===== config.mk =====
export PLATFORM = sky130hd
export DESIGN_NAME = periodic_priority_task_scheduler_flat
export DESIGN_NICKNAME = d
export VERILOG_FILES = /design/src/hdl/ppts_pkg.sv /design/src/hdl/ppts_req_if.sv /design/src/hdl/ppts_rsp_if.sv /design/src/hdl/periodic_priority_task_scheduler.sv /design/src/hdl/ppts_datapath.sv /design/src/hdl/ppts_ctrl.sv /design/src/flat_wrapper.sv
export VERILOG_INCLUDE_DIRS = /design/src /design/src/hdl
export SDC_FILE = /design/constraint.sdc
export NUM_CORES = 1
export LEC_CHECK = 0
export BUFFER_PORTS_ARGS = -buffer_cell sky130_fd_sc_hd__buf_2
export CORE_ASPECT_RATIO = 0.6
export CORE_MARGIN = 5
export CORE_UTILIZATION = 50
export CTS_BUF_LIST = sky130_fd_sc_hd__clkbuf_4 sky130_fd_sc_hd__clkbuf_8
export DETAILED_ROUTE_END_ITERATION = 6
export GPL_TIMING_DRIVEN = 0
export PLACE_DENSITY = 0.66
export SYNTH_ARGS = -nofsm -noshare
export SYNTH_HDL_FRONTEND = slang
export SYNTH_HIERARCHICAL = 1
export SYNTH_SLANG_ARGS = --single-unit

===== constraint.sdc =====
create_clock -name clock -period 15.95 [get_ports clock]
set_input_delay 1.595 -clock clock [delete_from_list [all_inputs] [get_ports clock]]
set_output_delay 1.595 -clock clock [all_outputs]
set_load 0.005 [all_outputs]

===== src/hdl/periodic_priority_task_scheduler_macros.svh =====
// Assertion macros used by the scheduler datapath.
`ifndef PERIODIC_PRIORITY_TASK_SCHEDULER_MACROS_SVH
`define PERIODIC_PRIORITY_TASK_SCHEDULER_MACROS_SVH

// Same-cycle implication, disabled while reset is high.
`define PPTS_ASSERT_NOW(label, clk, rst, ante, cons) \
   label: assert property (@(posedge clk) disable iff (rst) (ante) |-> (cons)) \
      else $error("scheduler assertion failed");

// Next-cycle implication, disabled while reset is high.
`define PPTS_ASSERT_NEXT(label, clk, rst, ante, cons) \
   label: assert property (@(posedge clk) disable iff (rst) (ante) |=> (cons)) \
      else $error("scheduler assertion failed");

`endif


===== src/hdl/ppts_pkg.sv =====
// Types and constants of the periodic priority task scheduler.
package ppts_pkg;

   localparam int MAX_RESULTS = 8;
   localparam int DN_W = 4;

   localparam logic [1:0] ACT_TICK   = 2'd0;
   localparam logic [1:0] ACT_CREATE = 2'd1;
   localparam logic [1:0] ACT_DELETE = 2'd2;
   localparam logic [1:0] ACT_UNUSED = 2'd3;

   localparam logic [1:0] KIND_CREATE   = 2'd0;
   localparam logic [1:0] KIND_DELETE   = 2'd1;
   localparam logic [1:0] KIND_DISPATCH = 2'd2;
   localparam logic [1:0] KIND_NONE     = 2'd3;

   localparam logic STATUS_OK     = 1'b0;
   localparam logic STATUS_REJECT = 1'b1;

   typedef enum logic [1:0] {
      TASK_READY   = 2'd0,
      TASK_WAITING = 2'd1,
      TASK_IDLE    = 2'd2
   } task_state_type;

   typedef enum logic [3:0] {
      S_IDLE,
      S_DECODE,
      S_CREATE,
      S_DELETE,
      S_UPDATE,
      S_SCAN_START,
      S_SCAN,
      S_DISPATCH,
      S_NONE
   } ctrl_state_type;

   typedef struct packed {
      logic latch_req;
      logic tick_start;
      logic idx_last;
      logic upd_step;
      logic scan_clr;
      logic scan_step;
      logic dispatch;
      logic none_rsp;
      logic create_do;
      logic delete_do;
   } cmd_type;

   typedef struct packed {
      logic [1:0] action;
      logic       idx_end;
      logic       more;
      logic       ready_zero;
      logic       rsp_space;
   } stat_type;

endpackage


===== src/hdl/ppts_req_if.sv =====
// Request channel interface of the scheduler.
interface ppts_req_if;
   logic        valid;
   logic        ready;
   logic [1:0]  action;
   logic [7:0]  priority_req;
   logic [15:0] period;
   logic        handler_valid;
   logic [2:0]  task_slot;

   modport source (output valid, action, priority_req, period, handler_valid, task_slot,
                   input ready);
   modport sink (input valid, action, priority_req, period, handler_valid, task_slot,
                 output ready);
endinterface


===== src/hdl/ppts_rsp_if.sv =====
// Response channel interface of the scheduler.
interface ppts_rsp_if;
   logic       valid;
   logic       ready;
   logic [1:0] kind;
   logic       status;
   logic [2:0] dispatched_slot;
   logic       last;

   modport source (output valid, kind, status, dispatched_slot, last, input ready);
   modport sink (input valid, kind, status, dispatched_slot, last, output ready);
endinterface


===== src/hdl/periodic_priority_task_scheduler.sv =====
// Top level of the periodic fixed-priority task scheduler.
//
//   Channel   Direction  Handshake     Payload
//   req_chan  in         valid/ready   action, priority_req, period, handler_valid, task_slot
//   rsp_chan  out        valid/ready   kind, status, dispatched_slot, last
//
// One transaction is in work at a time; a create or delete goes through decode and then
// its own state, which loads the response. A tick runs an update pass, then one priority
// scan per dispatch, each one entry per cycle; with nothing ready it loads a none response.
// Reset clears the controller, the fill count and all task states to idle.
// A stalled response holds the block at its next response; requests wait in req_chan.
module periodic_priority_task_scheduler #(
   parameter int MAX_TASKS = 8
) (
   input logic         clock,
   input logic         reset,
   ppts_req_if.sink    req_chan,
   ppts_rsp_if.source  rsp_chan
);
   import ppts_pkg::*;

   cmd_type  cmd;
   stat_type stat;

   ppts_ctrl u_ctrl (
      .clock     (clock),
      .reset     (reset),
      .req_valid (req_chan.valid),
      .req_ready (req_chan.ready),
      .cmd       (cmd),
      .stat      (stat)
   );

   ppts_datapath #(
      .MAX_TASKS (MAX_TASKS)
   ) u_datapath (
      .clock               (clock),
      .reset               (reset),
      .cmd                 (cmd),
      .stat                (stat),
      .req_action          (req_chan.action),
      .req_priority_req    (req_chan.priority_req),
      .req_period          (req_chan.period),
      .req_handler_valid   (req_chan.handler_valid),
      .req_task_slot       (req_chan.task_slot),
      .rsp_ready           (rsp_chan.ready),
      .rsp_valid           (rsp_chan.valid),
      .rsp_kind            (rsp_chan.kind),
      .rsp_status          (rsp_chan.status),
      .rsp_dispatched_slot (rsp_chan.dispatched_slot),
      .rsp_last            (rsp_chan.last)
   );

endmodule


===== src/hdl/ppts_datapath.sv =====
// Task table, scan logic and response register of the scheduler.
`include "periodic_priority_task_scheduler_macros.svh"

module ppts_datapath #(
   parameter int MAX_TASKS = 8
) (
   input  logic              clock,
   input  logic              reset,
   input  ppts_pkg::cmd_type  cmd,
   output ppts_pkg::stat_type stat,
   input  logic [1:0]        req_action,
   input  logic [7:0]        req_priority_req,
   input  logic [15:0]       req_period,
   input  logic              req_handler_valid,
   input  logic [2:0]        req_task_slot,
   input  logic              rsp_ready,
   output logic              rsp_valid,
   output logic [1:0]        rsp_kind,
   output logic              rsp_status,
   output logic [2:0]        rsp_dispatched_slot,
   output logic              rsp_last
);
   import ppts_pkg::*;

   localparam int IW = (MAX_TASKS > 1) ? $clog2(MAX_TASKS) : 1;
   localparam int CW = $clog2(MAX_TASKS + 1);
   localparam int LW = (CW > DN_W) ? CW : DN_W;
   localparam int SW = (CW > 3) ? CW : 3;

   logic [1:0]  action_ff;
   logic [7:0]  prio_ff;
   logic [15:0] period_ff;
   logic        hv_ff;
   logic [2:0]  slot_ff;

   logic [15:0]    ent_period_ff [MAX_TASKS];
   logic [7:0]     ent_prio_ff   [MAX_TASKS];
   logic [15:0]    ent_ticks_ff  [MAX_TASKS];
   task_state_type ent_state_ff  [MAX_TASKS];

   logic [CW-1:0]   count_ff, count_in;
   logic [IW-1:0]   idx_ff, idx_in;
   logic [CW-1:0]   ready_cnt_ff, ready_cnt_in;
   logic [DN_W-1:0] disp_n_ff, disp_n_in;
   logic            found_ff, found_in;
   logic [IW-1:0]   best_ff, best_in;
   logic [7:0]      best_prio_ff, best_prio_in;

   logic       rsp_valid_ff, rsp_valid_in;
   logic [1:0] rsp_kind_ff, rsp_kind_in;
   logic       rsp_status_ff, rsp_status_in;
   logic [2:0] rsp_slot_ff, rsp_slot_in;
   logic       rsp_last_ff, rsp_last_in;

   logic [15:0]    rd_period;
   logic [7:0]     rd_prio;
   logic [15:0]    rd_ticks;
   task_state_type rd_state;
   logic [16:0]    tick_sum;
   logic           upd_due;
   logic           upd_ready;
   logic           scan_hit;
   logic           create_ok;
   logic           delete_ok;
   logic [IW-1:0]  create_idx;
   logic [IW-1:0]  del_idx;
   logic [LW-1:0]  limit;
   logic           rsp_space;
   logic           rsp_load;
   logic           disp_last;

   assign rd_period = ent_period_ff[idx_ff];
   assign rd_prio   = ent_prio_ff[idx_ff];
   assign rd_ticks  = ent_ticks_ff[idx_ff];
   assign rd_state  = ent_state_ff[idx_ff];

   assign tick_sum  = {1'b0, rd_ticks} + 17'd1;
   assign upd_due   = tick_sum >= {1'b0, rd_period};
   assign upd_ready = (rd_state == TASK_READY) || ((rd_state == TASK_WAITING) && upd_due);
   assign scan_hit  = (rd_state == TASK_READY) && (!found_ff || (rd_prio >= best_prio_ff));

   assign create_ok  = (period_ff != 16'd0) && hv_ff && (count_ff < CW'(MAX_TASKS));
   assign delete_ok  = (count_ff != '0) && (SW'(slot_ff) < SW'(count_ff));
   assign create_idx = IW'(count_ff);
   assign del_idx    = IW'(slot_ff);

   assign limit = (LW'(ready_cnt_ff) > LW'(MAX_RESULTS)) ? LW'(MAX_RESULTS) : LW'(ready_cnt_ff);
   assign disp_last = (LW'(disp_n_ff + DN_W'(1)) == limit);

   assign rsp_space = !rsp_valid_ff || rsp_ready;
   assign rsp_load  = cmd.create_do || cmd.delete_do || cmd.dispatch || cmd.none_rsp;

   always_comb begin
      stat.action     = action_ff;
      stat.idx_end    = (idx_ff == IW'(MAX_TASKS - 1));
      stat.more       = (LW'(disp_n_ff) < limit);
      stat.ready_zero = (ready_cnt_ff == '0);
      stat.rsp_space  = rsp_space;
   end

   always_comb begin
      idx_in       = idx_ff;
      ready_cnt_in = ready_cnt_ff;
      disp_n_in    = disp_n_ff;
      found_in     = found_ff;
      best_in      = best_ff;
      best_prio_in = best_prio_ff;
      count_in     = count_ff;
      if (cmd.tick_start) begin
         idx_in       = '0;
         ready_cnt_in = '0;
         disp_n_in    = '0;
      end
      if (cmd.idx_last) begin
         idx_in = IW'(count_ff - CW'(1));
      end
      if (cmd.upd_step) begin
         idx_in = idx_ff + IW'(1);
         if (upd_ready) begin
            ready_cnt_in = ready_cnt_ff + CW'(1);
         end
      end
      if (cmd.scan_clr) begin
         idx_in   = '0;
         found_in = 1'b0;
      end
      if (cmd.scan_step) begin
         idx_in = idx_ff + IW'(1);
         if (scan_hit) begin
            found_in     = 1'b1;
            best_in      = idx_ff;
            best_prio_in = rd_prio;
         end
      end
      if (cmd.dispatch) begin
         disp_n_in = disp_n_ff + DN_W'(1);
      end
      if (cmd.create_do && create_ok) begin
         count_in = count_ff + CW'(1);
      end
      if (cmd.delete_do && delete_ok) begin
         count_in = count_ff - CW'(1);
      end
   end

   always_comb begin
      rsp_valid_in  = rsp_valid_ff && !rsp_ready;
      rsp_kind_in   = rsp_kind_ff;
      rsp_status_in = rsp_status_ff;
      rsp_slot_in   = rsp_slot_ff;
      rsp_last_in   = rsp_last_ff;
      if (rsp_load) begin
         rsp_valid_in  = 1'b1;
         rsp_status_in = STATUS_OK;
         rsp_slot_in   = 3'd0;
         rsp_last_in   = 1'b1;
         if (cmd.create_do) begin
            rsp_kind_in   = KIND_CREATE;
            rsp_status_in = create_ok ? STATUS_OK : STATUS_REJECT;
            rsp_slot_in   = create_ok ? 3'(count_ff) : 3'd0;
         end else if (cmd.delete_do) begin
            rsp_kind_in   = KIND_DELETE;
            rsp_status_in = delete_ok ? STATUS_OK : STATUS_REJECT;
         end else if (cmd.dispatch) begin
            rsp_kind_in = KIND_DISPATCH;
            rsp_slot_in = 3'(best_ff);
            rsp_last_in = disp_last;
         end else begin
            rsp_kind_in = KIND_NONE;
         end
      end
   end

   always_ff @(posedge clock) begin
      if (cmd.latch_req) begin
         action_ff <= req_action;
         prio_ff   <= req_priority_req;
         period_ff <= req_period;
         hv_ff     <= req_handler_valid;
         slot_ff   <= req_task_slot;
      end
      idx_ff       <= idx_in;
      best_ff      <= best_in;
      best_prio_ff <= best_prio_in;
      rsp_kind_ff   <= rsp_kind_in;
      rsp_status_ff <= rsp_status_in;
      rsp_slot_ff   <= rsp_slot_in;
      rsp_last_ff   <= rsp_last_in;
   end

   always_ff @(posedge clock) begin
      if (reset) begin
         count_ff     <= '0;
         ready_cnt_ff <= '0;
         disp_n_ff    <= '0;
         found_ff     <= 1'b0;
         rsp_valid_ff <= 1'b0;
      end else begin
         count_ff     <= count_in;
         ready_cnt_ff <= ready_cnt_in;
         disp_n_ff    <= disp_n_in;
         found_ff     <= found_in;
         rsp_valid_ff <= rsp_valid_in;
      end
   end

   always_ff @(posedge clock) begin
      if (cmd.upd_step && (rd_state == TASK_WAITING)) begin
         ent_ticks_ff[idx_ff] <= upd_due ? 16'd0 : tick_sum[15:0];
      end
      if (cmd.create_do && create_ok) begin
         ent_period_ff[create_idx] <= period_ff;
         ent_prio_ff[create_idx]   <= prio_ff;
         ent_ticks_ff[create_idx]  <= 16'd0;
      end
      if (cmd.delete_do && delete_ok) begin
         ent_period_ff[del_idx] <= rd_period;
         ent_prio_ff[del_idx]   <= rd_prio;
         ent_ticks_ff[del_idx]  <= rd_ticks;
      end
      if (cmd.dispatch) begin
         ent_ticks_ff[best_ff] <= 16'd0;
      end
   end

   always_ff @(posedge clock) begin
      if (reset) begin
         for (int i = 0; i < MAX_TASKS; i++) begin
            ent_state_ff[i] <= TASK_IDLE;
         end
      end else begin
         if (cmd.upd_step && (rd_state == TASK_WAITING) && upd_due) begin
            ent_state_ff[idx_ff] <= TASK_READY;
         end
         if (cmd.create_do && create_ok) begin
            ent_state_ff[create_idx] <= TASK_READY;
         end
         if (cmd.delete_do && delete_ok) begin
            if (del_idx != idx_ff) begin
               ent_state_ff[del_idx] <= rd_state;
            end
            ent_state_ff[idx_ff] <= TASK_IDLE;
         end
         if (cmd.dispatch) begin
            ent_state_ff[best_ff] <= TASK_WAITING;
         end
      end
   end

   assign rsp_valid           = rsp_valid_ff;
   assign rsp_kind            = rsp_kind_ff;
   assign rsp_status          = rsp_status_ff;
   assign rsp_dispatched_slot = rsp_slot_ff;
   assign rsp_last            = rsp_last_ff;

   // The table never holds more entries than it has slots.
   `PPTS_ASSERT_NOW(a_count_range, clock, reset, 1'b1, count_ff <= CW'(MAX_TASKS))
   // A response is only loaded when the output register is free or draining.
   `PPTS_ASSERT_NOW(a_load_space, clock, reset, rsp_load, rsp_space)
   // A dispatch always refers to a task that the scan found ready.
   `PPTS_ASSERT_NOW(a_dispatch_found, clock, reset, cmd.dispatch, found_ff && (ent_state_ff[best_ff] == TASK_READY))
   // An accepted create grows the table by exactly one entry.
   `PPTS_ASSERT_NEXT(a_create_grows, clock, reset, cmd.create_do && create_ok, count_ff == ($past(count_ff) + CW'(1)))

endmodule


===== src/hdl/ppts_ctrl.sv =====
// Control state machine of the scheduler.
module ppts_ctrl (
   input  logic               clock,
   input  logic               reset,
   input  logic               req_valid,
   output logic               req_ready,
   output ppts_pkg::cmd_type  cmd,
   input  ppts_pkg::stat_type stat
);
   import ppts_pkg::*;

   ctrl_state_type state_ff, state_in;

   always_ff @(posedge clock) begin
      if (reset) begin
         state_ff <= S_IDLE;
      end else begin
         state_ff <= state_in;
      end
   end

   always_comb begin
      state_in = state_ff;
      unique case (state_ff)
         S_IDLE: begin
            if (req_valid) begin
               state_in = S_DECODE;
            end
         end
         S_DECODE: begin
            unique case (stat.action)
               ACT_TICK:   state_in = S_UPDATE;
               ACT_CREATE: state_in = S_CREATE;
               ACT_DELETE: state_in = S_DELETE;
               default:    state_in = S_IDLE;
            endcase
         end
         S_CREATE, S_DELETE, S_NONE: begin
            if (stat.rsp_space) begin
               state_in = S_IDLE;
            end
         end
         S_UPDATE: begin
            if (stat.idx_end) begin
               state_in = S_SCAN_START;
            end
         end
         S_SCAN_START: begin
            if (stat.more) begin
               state_in = S_SCAN;
            end else if (stat.ready_zero) begin
               state_in = S_NONE;
            end else begin
               state_in = S_IDLE;
            end
         end
         S_SCAN: begin
            if (stat.idx_end) begin
               state_in = S_DISPATCH;
            end
         end
         S_DISPATCH: begin
            if (stat.rsp_space) begin
               state_in = S_SCAN_START;
            end
         end
         default: state_in = S_IDLE;
      endcase
   end

   always_comb begin
      cmd       = '0;
      req_ready = 1'b0;
      unique case (state_ff)
         S_IDLE: begin
            req_ready     = 1'b1;
            cmd.latch_req = req_valid;
         end
         S_DECODE: begin
            cmd.tick_start = (stat.action == ACT_TICK);
            cmd.idx_last   = (stat.action == ACT_DELETE);
         end
         S_CREATE:     cmd.create_do = stat.rsp_space;
         S_DELETE:     cmd.delete_do = stat.rsp_space;
         S_UPDATE:     cmd.upd_step  = 1'b1;
         S_SCAN_START: cmd.scan_clr  = 1'b1;
         S_SCAN:       cmd.scan_step = 1'b1;
         S_DISPATCH:   cmd.dispatch  = stat.rsp_space;
         S_NONE:       cmd.none_rsp  = stat.rsp_space;
         default:      cmd = '0;
      endcase
   end

endmodule

===== src/flat_wrapper.sv =====
// flat-port wrapper written by rule: the top's interface ports become plain ports
module periodic_priority_task_scheduler_flat import ppts_pkg::*;
#(
   parameter int MAX_TASKS = 8
)
  (clock, reset, req_chan_valid, req_chan_action, req_chan_priority_req, req_chan_period, req_chan_handler_valid, req_chan_task_slot, req_chan_ready, rsp_chan_valid, rsp_chan_kind, rsp_chan_status, rsp_chan_dispatched_slot, rsp_chan_last, rsp_chan_ready);
  ppts_req_if req_chan_i ();
  ppts_rsp_if rsp_chan_i ();
  input logic clock;
  input logic reset;
  input wire logic [$bits(req_chan_i.valid)-1:0] req_chan_valid;
  input wire logic [$bits(req_chan_i.action)-1:0] req_chan_action;
  input wire logic [$bits(req_chan_i.priority_req)-1:0] req_chan_priority_req;
  input wire logic [$bits(req_chan_i.period)-1:0] req_chan_period;
  input wire logic [$bits(req_chan_i.handler_valid)-1:0] req_chan_handler_valid;
  input wire logic [$bits(req_chan_i.task_slot)-1:0] req_chan_task_slot;
  output wire logic [$bits(req_chan_i.ready)-1:0] req_chan_ready;
  output wire logic [$bits(rsp_chan_i.valid)-1:0] rsp_chan_valid;
  output wire logic [$bits(rsp_chan_i.kind)-1:0] rsp_chan_kind;
  output wire logic [$bits(rsp_chan_i.status)-1:0] rsp_chan_status;
  output wire logic [$bits(rsp_chan_i.dispatched_slot)-1:0] rsp_chan_dispatched_slot;
  output wire logic [$bits(rsp_chan_i.last)-1:0] rsp_chan_last;
  input wire logic [$bits(rsp_chan_i.ready)-1:0] rsp_chan_ready;
  assign req_chan_i.valid = req_chan_valid;
  assign req_chan_i.action = req_chan_action;
  assign req_chan_i.priority_req = req_chan_priority_req;
  assign req_chan_i.period = req_chan_period;
  assign req_chan_i.handler_valid = req_chan_handler_valid;
  assign req_chan_i.task_slot = req_chan_task_slot;
  assign req_chan_ready = req_chan_i.ready;
  assign rsp_chan_valid = rsp_chan_i.valid;
  assign rsp_chan_kind = rsp_chan_i.kind;
  assign rsp_chan_status = rsp_chan_i.status;
  assign rsp_chan_dispatched_slot = rsp_chan_i.dispatched_slot;
  assign rsp_chan_last = rsp_chan_i.last;
  assign rsp_chan_i.ready = rsp_chan_ready;
  periodic_priority_task_scheduler #(.MAX_TASKS(MAX_TASKS)) u_core (.clock(clock), .reset(reset), .req_chan(req_chan_i), .rsp_chan(rsp_chan_i));
endmodule

==> flow_summary.yaml <==
run_status:
  status: "finished, violations left"
  violations: "DRC"
logic_synthesis:
  synth_flop_cell: "edfxtp_1"
  yosys.area_share.adder_pct: 2.34
  synth_top_family_by_area: "compound AO/OA/AOI/OAI gates"
  netlist_area_um2: 21400
  syn_nets: 2194
  async_flop_share_pct: 0
  ys_seq_area_share_pct: 49.6
  synth_compound_area_share_pct: 16.8
  synth_seq_cells: 408
  yosysTopAreaCellShare_pct: 34.1
  netlist_instances: 2120
  yosys.area_share.simple_pct: 13.9
  yosysWarnings: 6
  synth_edf_count: 243
  synth.area.top_cells: "edfxtp_1 (34%), dfxtp_1 (15%), mux4_2 (9.2%)"
  yosys-mux-area-fraction_pct: 11.8
  synth.distinct_cells: 83
  synth_top_area_cell: "edfxtp_1"
  syn_avg_cell_area_um2: 10.1
  synth_xor_area_share_pct: 1.21
route:
  dr_wl_met3_mm: 12.8
  drcViolationCount: 2
  routed_wl_mm: 74.8
  routed-via-count: 18800
  viasPerCell: 6.64
  wl_met1_mm: 31.1
  dr_wl_met2_mm: 29.0
  top_layer: "met4"
  ant_nets: 0
  drt_pass1_iterations: 7
  routedWlPerCell_um: 26.3
  drt_first_iter_violations: 3154
floorplanning:
  placementRows: 58
  die_h_um: 170
  io_pins: 43
  start_util_pct: 50.8
  die_w_um: 277
  core_um2: 42100
  die-area_um2: 47100
cts:
  cts.clk_slew.worst_paths_ns: 0.07
  cts_root_buffer: "clkbuf_8"
  cts_resized: 0
  cts_made_buffers: 58
  clkLatencyLatePin_ns: 0.66
  clk_path_buf_depth: 3
  clock_sinks: 408
  htree_levels: 2
  cts_tree: "built"
  ctsHoldBuffers: 0
  postCtsSetupBuffers: 0
global_route:
  grt_usage_pct: 30.9
  grt_pass1_vias: 17900
  grt_overflow: 0
  antenna_found_initial: 0
  grt_start_max_net_pins: 31
  grt_pass1_wl_mm: 112
sta:
  fin_tns_setup_ns: 0
  max_slew_margin_pct: 13.4
  final_max_slew_viol_count: 0
  worst_pin_slew_ns: 1.30
  grt_setup_unrepaired: "false"
  setup_violations: 0
  hold_viol_final: 0
  skew_ns: 0.0208
  fmax_mhz: 119
  fin_crit_sh_pct: 52.6
  post-route-min-period_ns: 8.38
worst_setup_path:
  critPathMaxFanout: 10
  critPathMaxStageDelay_ns: 0.84
  arrival_ns: 8.95
  crit_buf_inv: 8
  slowest_stage: "xnor2_1"
  crit_family: "buffers and inverters"
  critPathLaunchType: "flop"
  path_cells: "buf_2 > buf_2 > buf_2 > buf_2 > mux4_2 > mux2i_2 > clkbuf_1 > inv_1 > ha_1 > or4b_1 > a21oi_2 > nand2_1 > xnor2_1 > inv_1 > ha_1 > a21oi_1 > o21a_1 > o211a_1 > o21ai_0 > a221o_1 > buf_2 > nor3_2 > nand3_1 > o22ai_1"
  reg2regPathDepth: 24
  endpoint_kind: "flop"
  critPathKind: "reg2reg"
  r2r_slack_ns: 7.57
  r2r-end: "u_core/u_datapath/ent_ticks_ff[5][12]"
  crit_top_cell: "buf_2"
  path_depth: 24
  cp_data_required_time_ns: 16.51
hold_path:
  hold_class: "reg2reg"
  whs_path_depth: 2
  hp-start: "u_core/u_datapath/ent_state_ff[6][0]"
  holdPathEnd: "u_core/u_datapath/ent_state_ff[6][0]"
finish:
  diodes: 0
  area_growth_pct: 10.5
  drive_above_1_share_pct: 13.7
  layoutNonFillerInstCount: 2840
  regArea_um2: 10600
  multi_input_area_um2: 9840
  fillCellCount: 3645
  final_net_count: 2300
placement:
  dp.cells: 2736
  hpwl_mm: 52.6
  port_buffers: 42
  gp_congestion: 1.00
power:
  ir_worst_vdd_mv: 0.0767
  pwr_density_cell_nw_per_um2: 137
  cellLeakagePower_nw: 8.81
run:
  drv_cap: 0
-- worst max-delay path by stage --
stage | slack, ns | from | to
detailed placement | 8.07 | flop | u_core/u_datapath/ent_ticks_ff[5][12]
global placement | 8.14 | flop | u_core/u_datapath/ent_ticks_ff[5][13]
CTS | 8.04 | flop | u_core/u_datapath/ent_ticks_ff[5][12]
global route | 7.44 | flop | u_core/u_datapath/ent_ticks_ff[5][12]
finish | 7.57 | flop | u_core/u_datapath/ent_ticks_ff[5][12]
floorplan | 10.46 | flop | u_core/u_datapath/ent_ticks_ff[0][12]
-- Yosys cell counts, types with 27 or more instances --
| master | instances |
|---|---|
| a21oi_1 | 133 |
| clkbuf_1 | 112 |
| dfxtp_1 | 165 |
| edfxtp_1 | 243 |
| ha_1 | 40 |
| inv_1 | 63 |
| mux2i_1 | 42 |
| mux4_2 | 87 |
| nand2_1 | 244 |
| nand3_1 | 27 |
| nor2_1 | 201 |
| nor3_1 | 61 |
| o21ai_0 | 331 |
| o22ai_1 | 43 |
-- power breakdown --
group / leakage, nW / internal (mW) / total (mW) / switching, mW
Clock: 0.641 / 0.448 / 0.872 / 0.424
Combinational: 4.61 / 0.358 / 1.10 / 0.742
Sequential: 3.55 / 1.22 / 1.27 / 0.0496
Total: 8.81 / 2.03 / 3.24 / 1.22
-- registers in the layout, indices dropped and copies added (netlist names), 2 cells and up, named ones only --
signal / flops
u_core/u_ctrl/state_ff: 4
u_core/u_datapath/action_ff: 2
u_core/u_datapath/best_ff: 3
u_core/u_datapath/best_prio_ff: 8
u_core/u_datapath/count_ff: 4
u_core/u_datapath/del_idx: 3
u_core/u_datapath/disp_n_ff: 4
u_core/u_datapath/ent_period_ff: 128
u_core/u_datapath/ent_prio_ff: 64
u_core/u_datapath/ent_state_ff: 16
u_core/u_datapath/ent_ticks_ff: 128
u_core/u_datapath/idx_ff: 3
u_core/u_datapath/period_ff: 16
u_core/u_datapath/prio_ff: 8
u_core/u_datapath/ready_cnt_ff: 4
u_core/u_datapath/rsp_dispatched_slot: 3
u_core/u_datapath/rsp_kind: 2
-- through the flow --
step | util [%] | area [um2] | hold WS, ns | power, mW | setup slack, ns
floorplan | - | 21400 | 0.438 | 1.99 | 10.46
global placement | 53.0 | 22300 | 0.471 | 2.31 | 8.14
detailed placement | 53.2 | 22400 | 0.476 | 2.34 | 8.07
CTS | 56.1 | 23600 | 0.486 | 3.20 | 8.04
global route | 56.1 | 23600 | 0.514 | 3.38 | 7.44
finish | 56.1 | 23600 | 0.485 | 3.24 | 7.57
-- kinds of logic after synthesis --
group | after synthesis
mux | 138
flops | 408
simple gates | 647
fa+ha+maj | 40
buf+inv | 232
compound gates | 629
xor+xnor | 26
-- tightest hold or removal path: cells and delay by family, from the launching register on --
kind | cells | cell delay [ns]
buf+inv | 1 | 0.05
compound gates | 1 | 0.06
flops | 1 | 0.33
-- area by class of cell --
cell class / count / area share (%)
sequential: 408 / 44.9
clock inverter: 13 / 0.329
tap: 570 / 3.02
timing repair buffer: 46 / 1.32
buffer: 169 / 2.98
multi-input combinational: 1480 / 41.7
clock buffer: 91 / 4.77
inverter: 63 / 1.00
-- layout by cell type, fill, tap and decap left out, types with 6 or more instances in the layout --
| master | count |
|---|---|
| o21ai_0 | 331 |
| nand2_1 | 244 |
| edfxtp_1 | 243 |
| nor2_1 | 201 |
| dfxtp_1 | 165 |
| a21oi_1 | 133 |
| clkbuf_1 | 112 |
| mux4_2 | 87 |
| clkbuf_8 | 71 |
| buf_2 | 65 |
| inv_1 | 60 |
| nor3_1 | 59 |
| o22ai_1 | 43 |
| mux2i_1 | 42 |
| ha_1 | 40 |
| nand3_1 | 27 |
| buf_1 | 26 |
| nand2b_1 | 24 |
| a31oi_1 | 22 |
| clkbuf_4 | 20 |
| a211oi_1 | 17 |
| xnor2_1 | 15 |
| nor4_1 | 13 |
| a21o_1 | 13 |
| nor2b_1 | 11 |
| and3_1 | 8 |
| nand4_1 | 8 |
| o21a_1 | 8 |
| nor3_2 | 8 |
| and2_1 | 7 |
| or3_1 | 7 |
| xor2_1 | 7 |
| clkinv_1 | 6 |
| o211ai_1 | 6 |
-- per-layer routing --
| layer | global-route usage (%) | vias up |
|---|---|---|
| li1 | - | 8028 |
| met2 | 41.4 | 1576 |
| met1 | 46.3 | 9069 |
| met5 | 0 | - |
| met3 | 12.6 | 173 |
| met4 | 7.86 | 0 |
No activity file was read; power rests on OpenSTA's default activity.
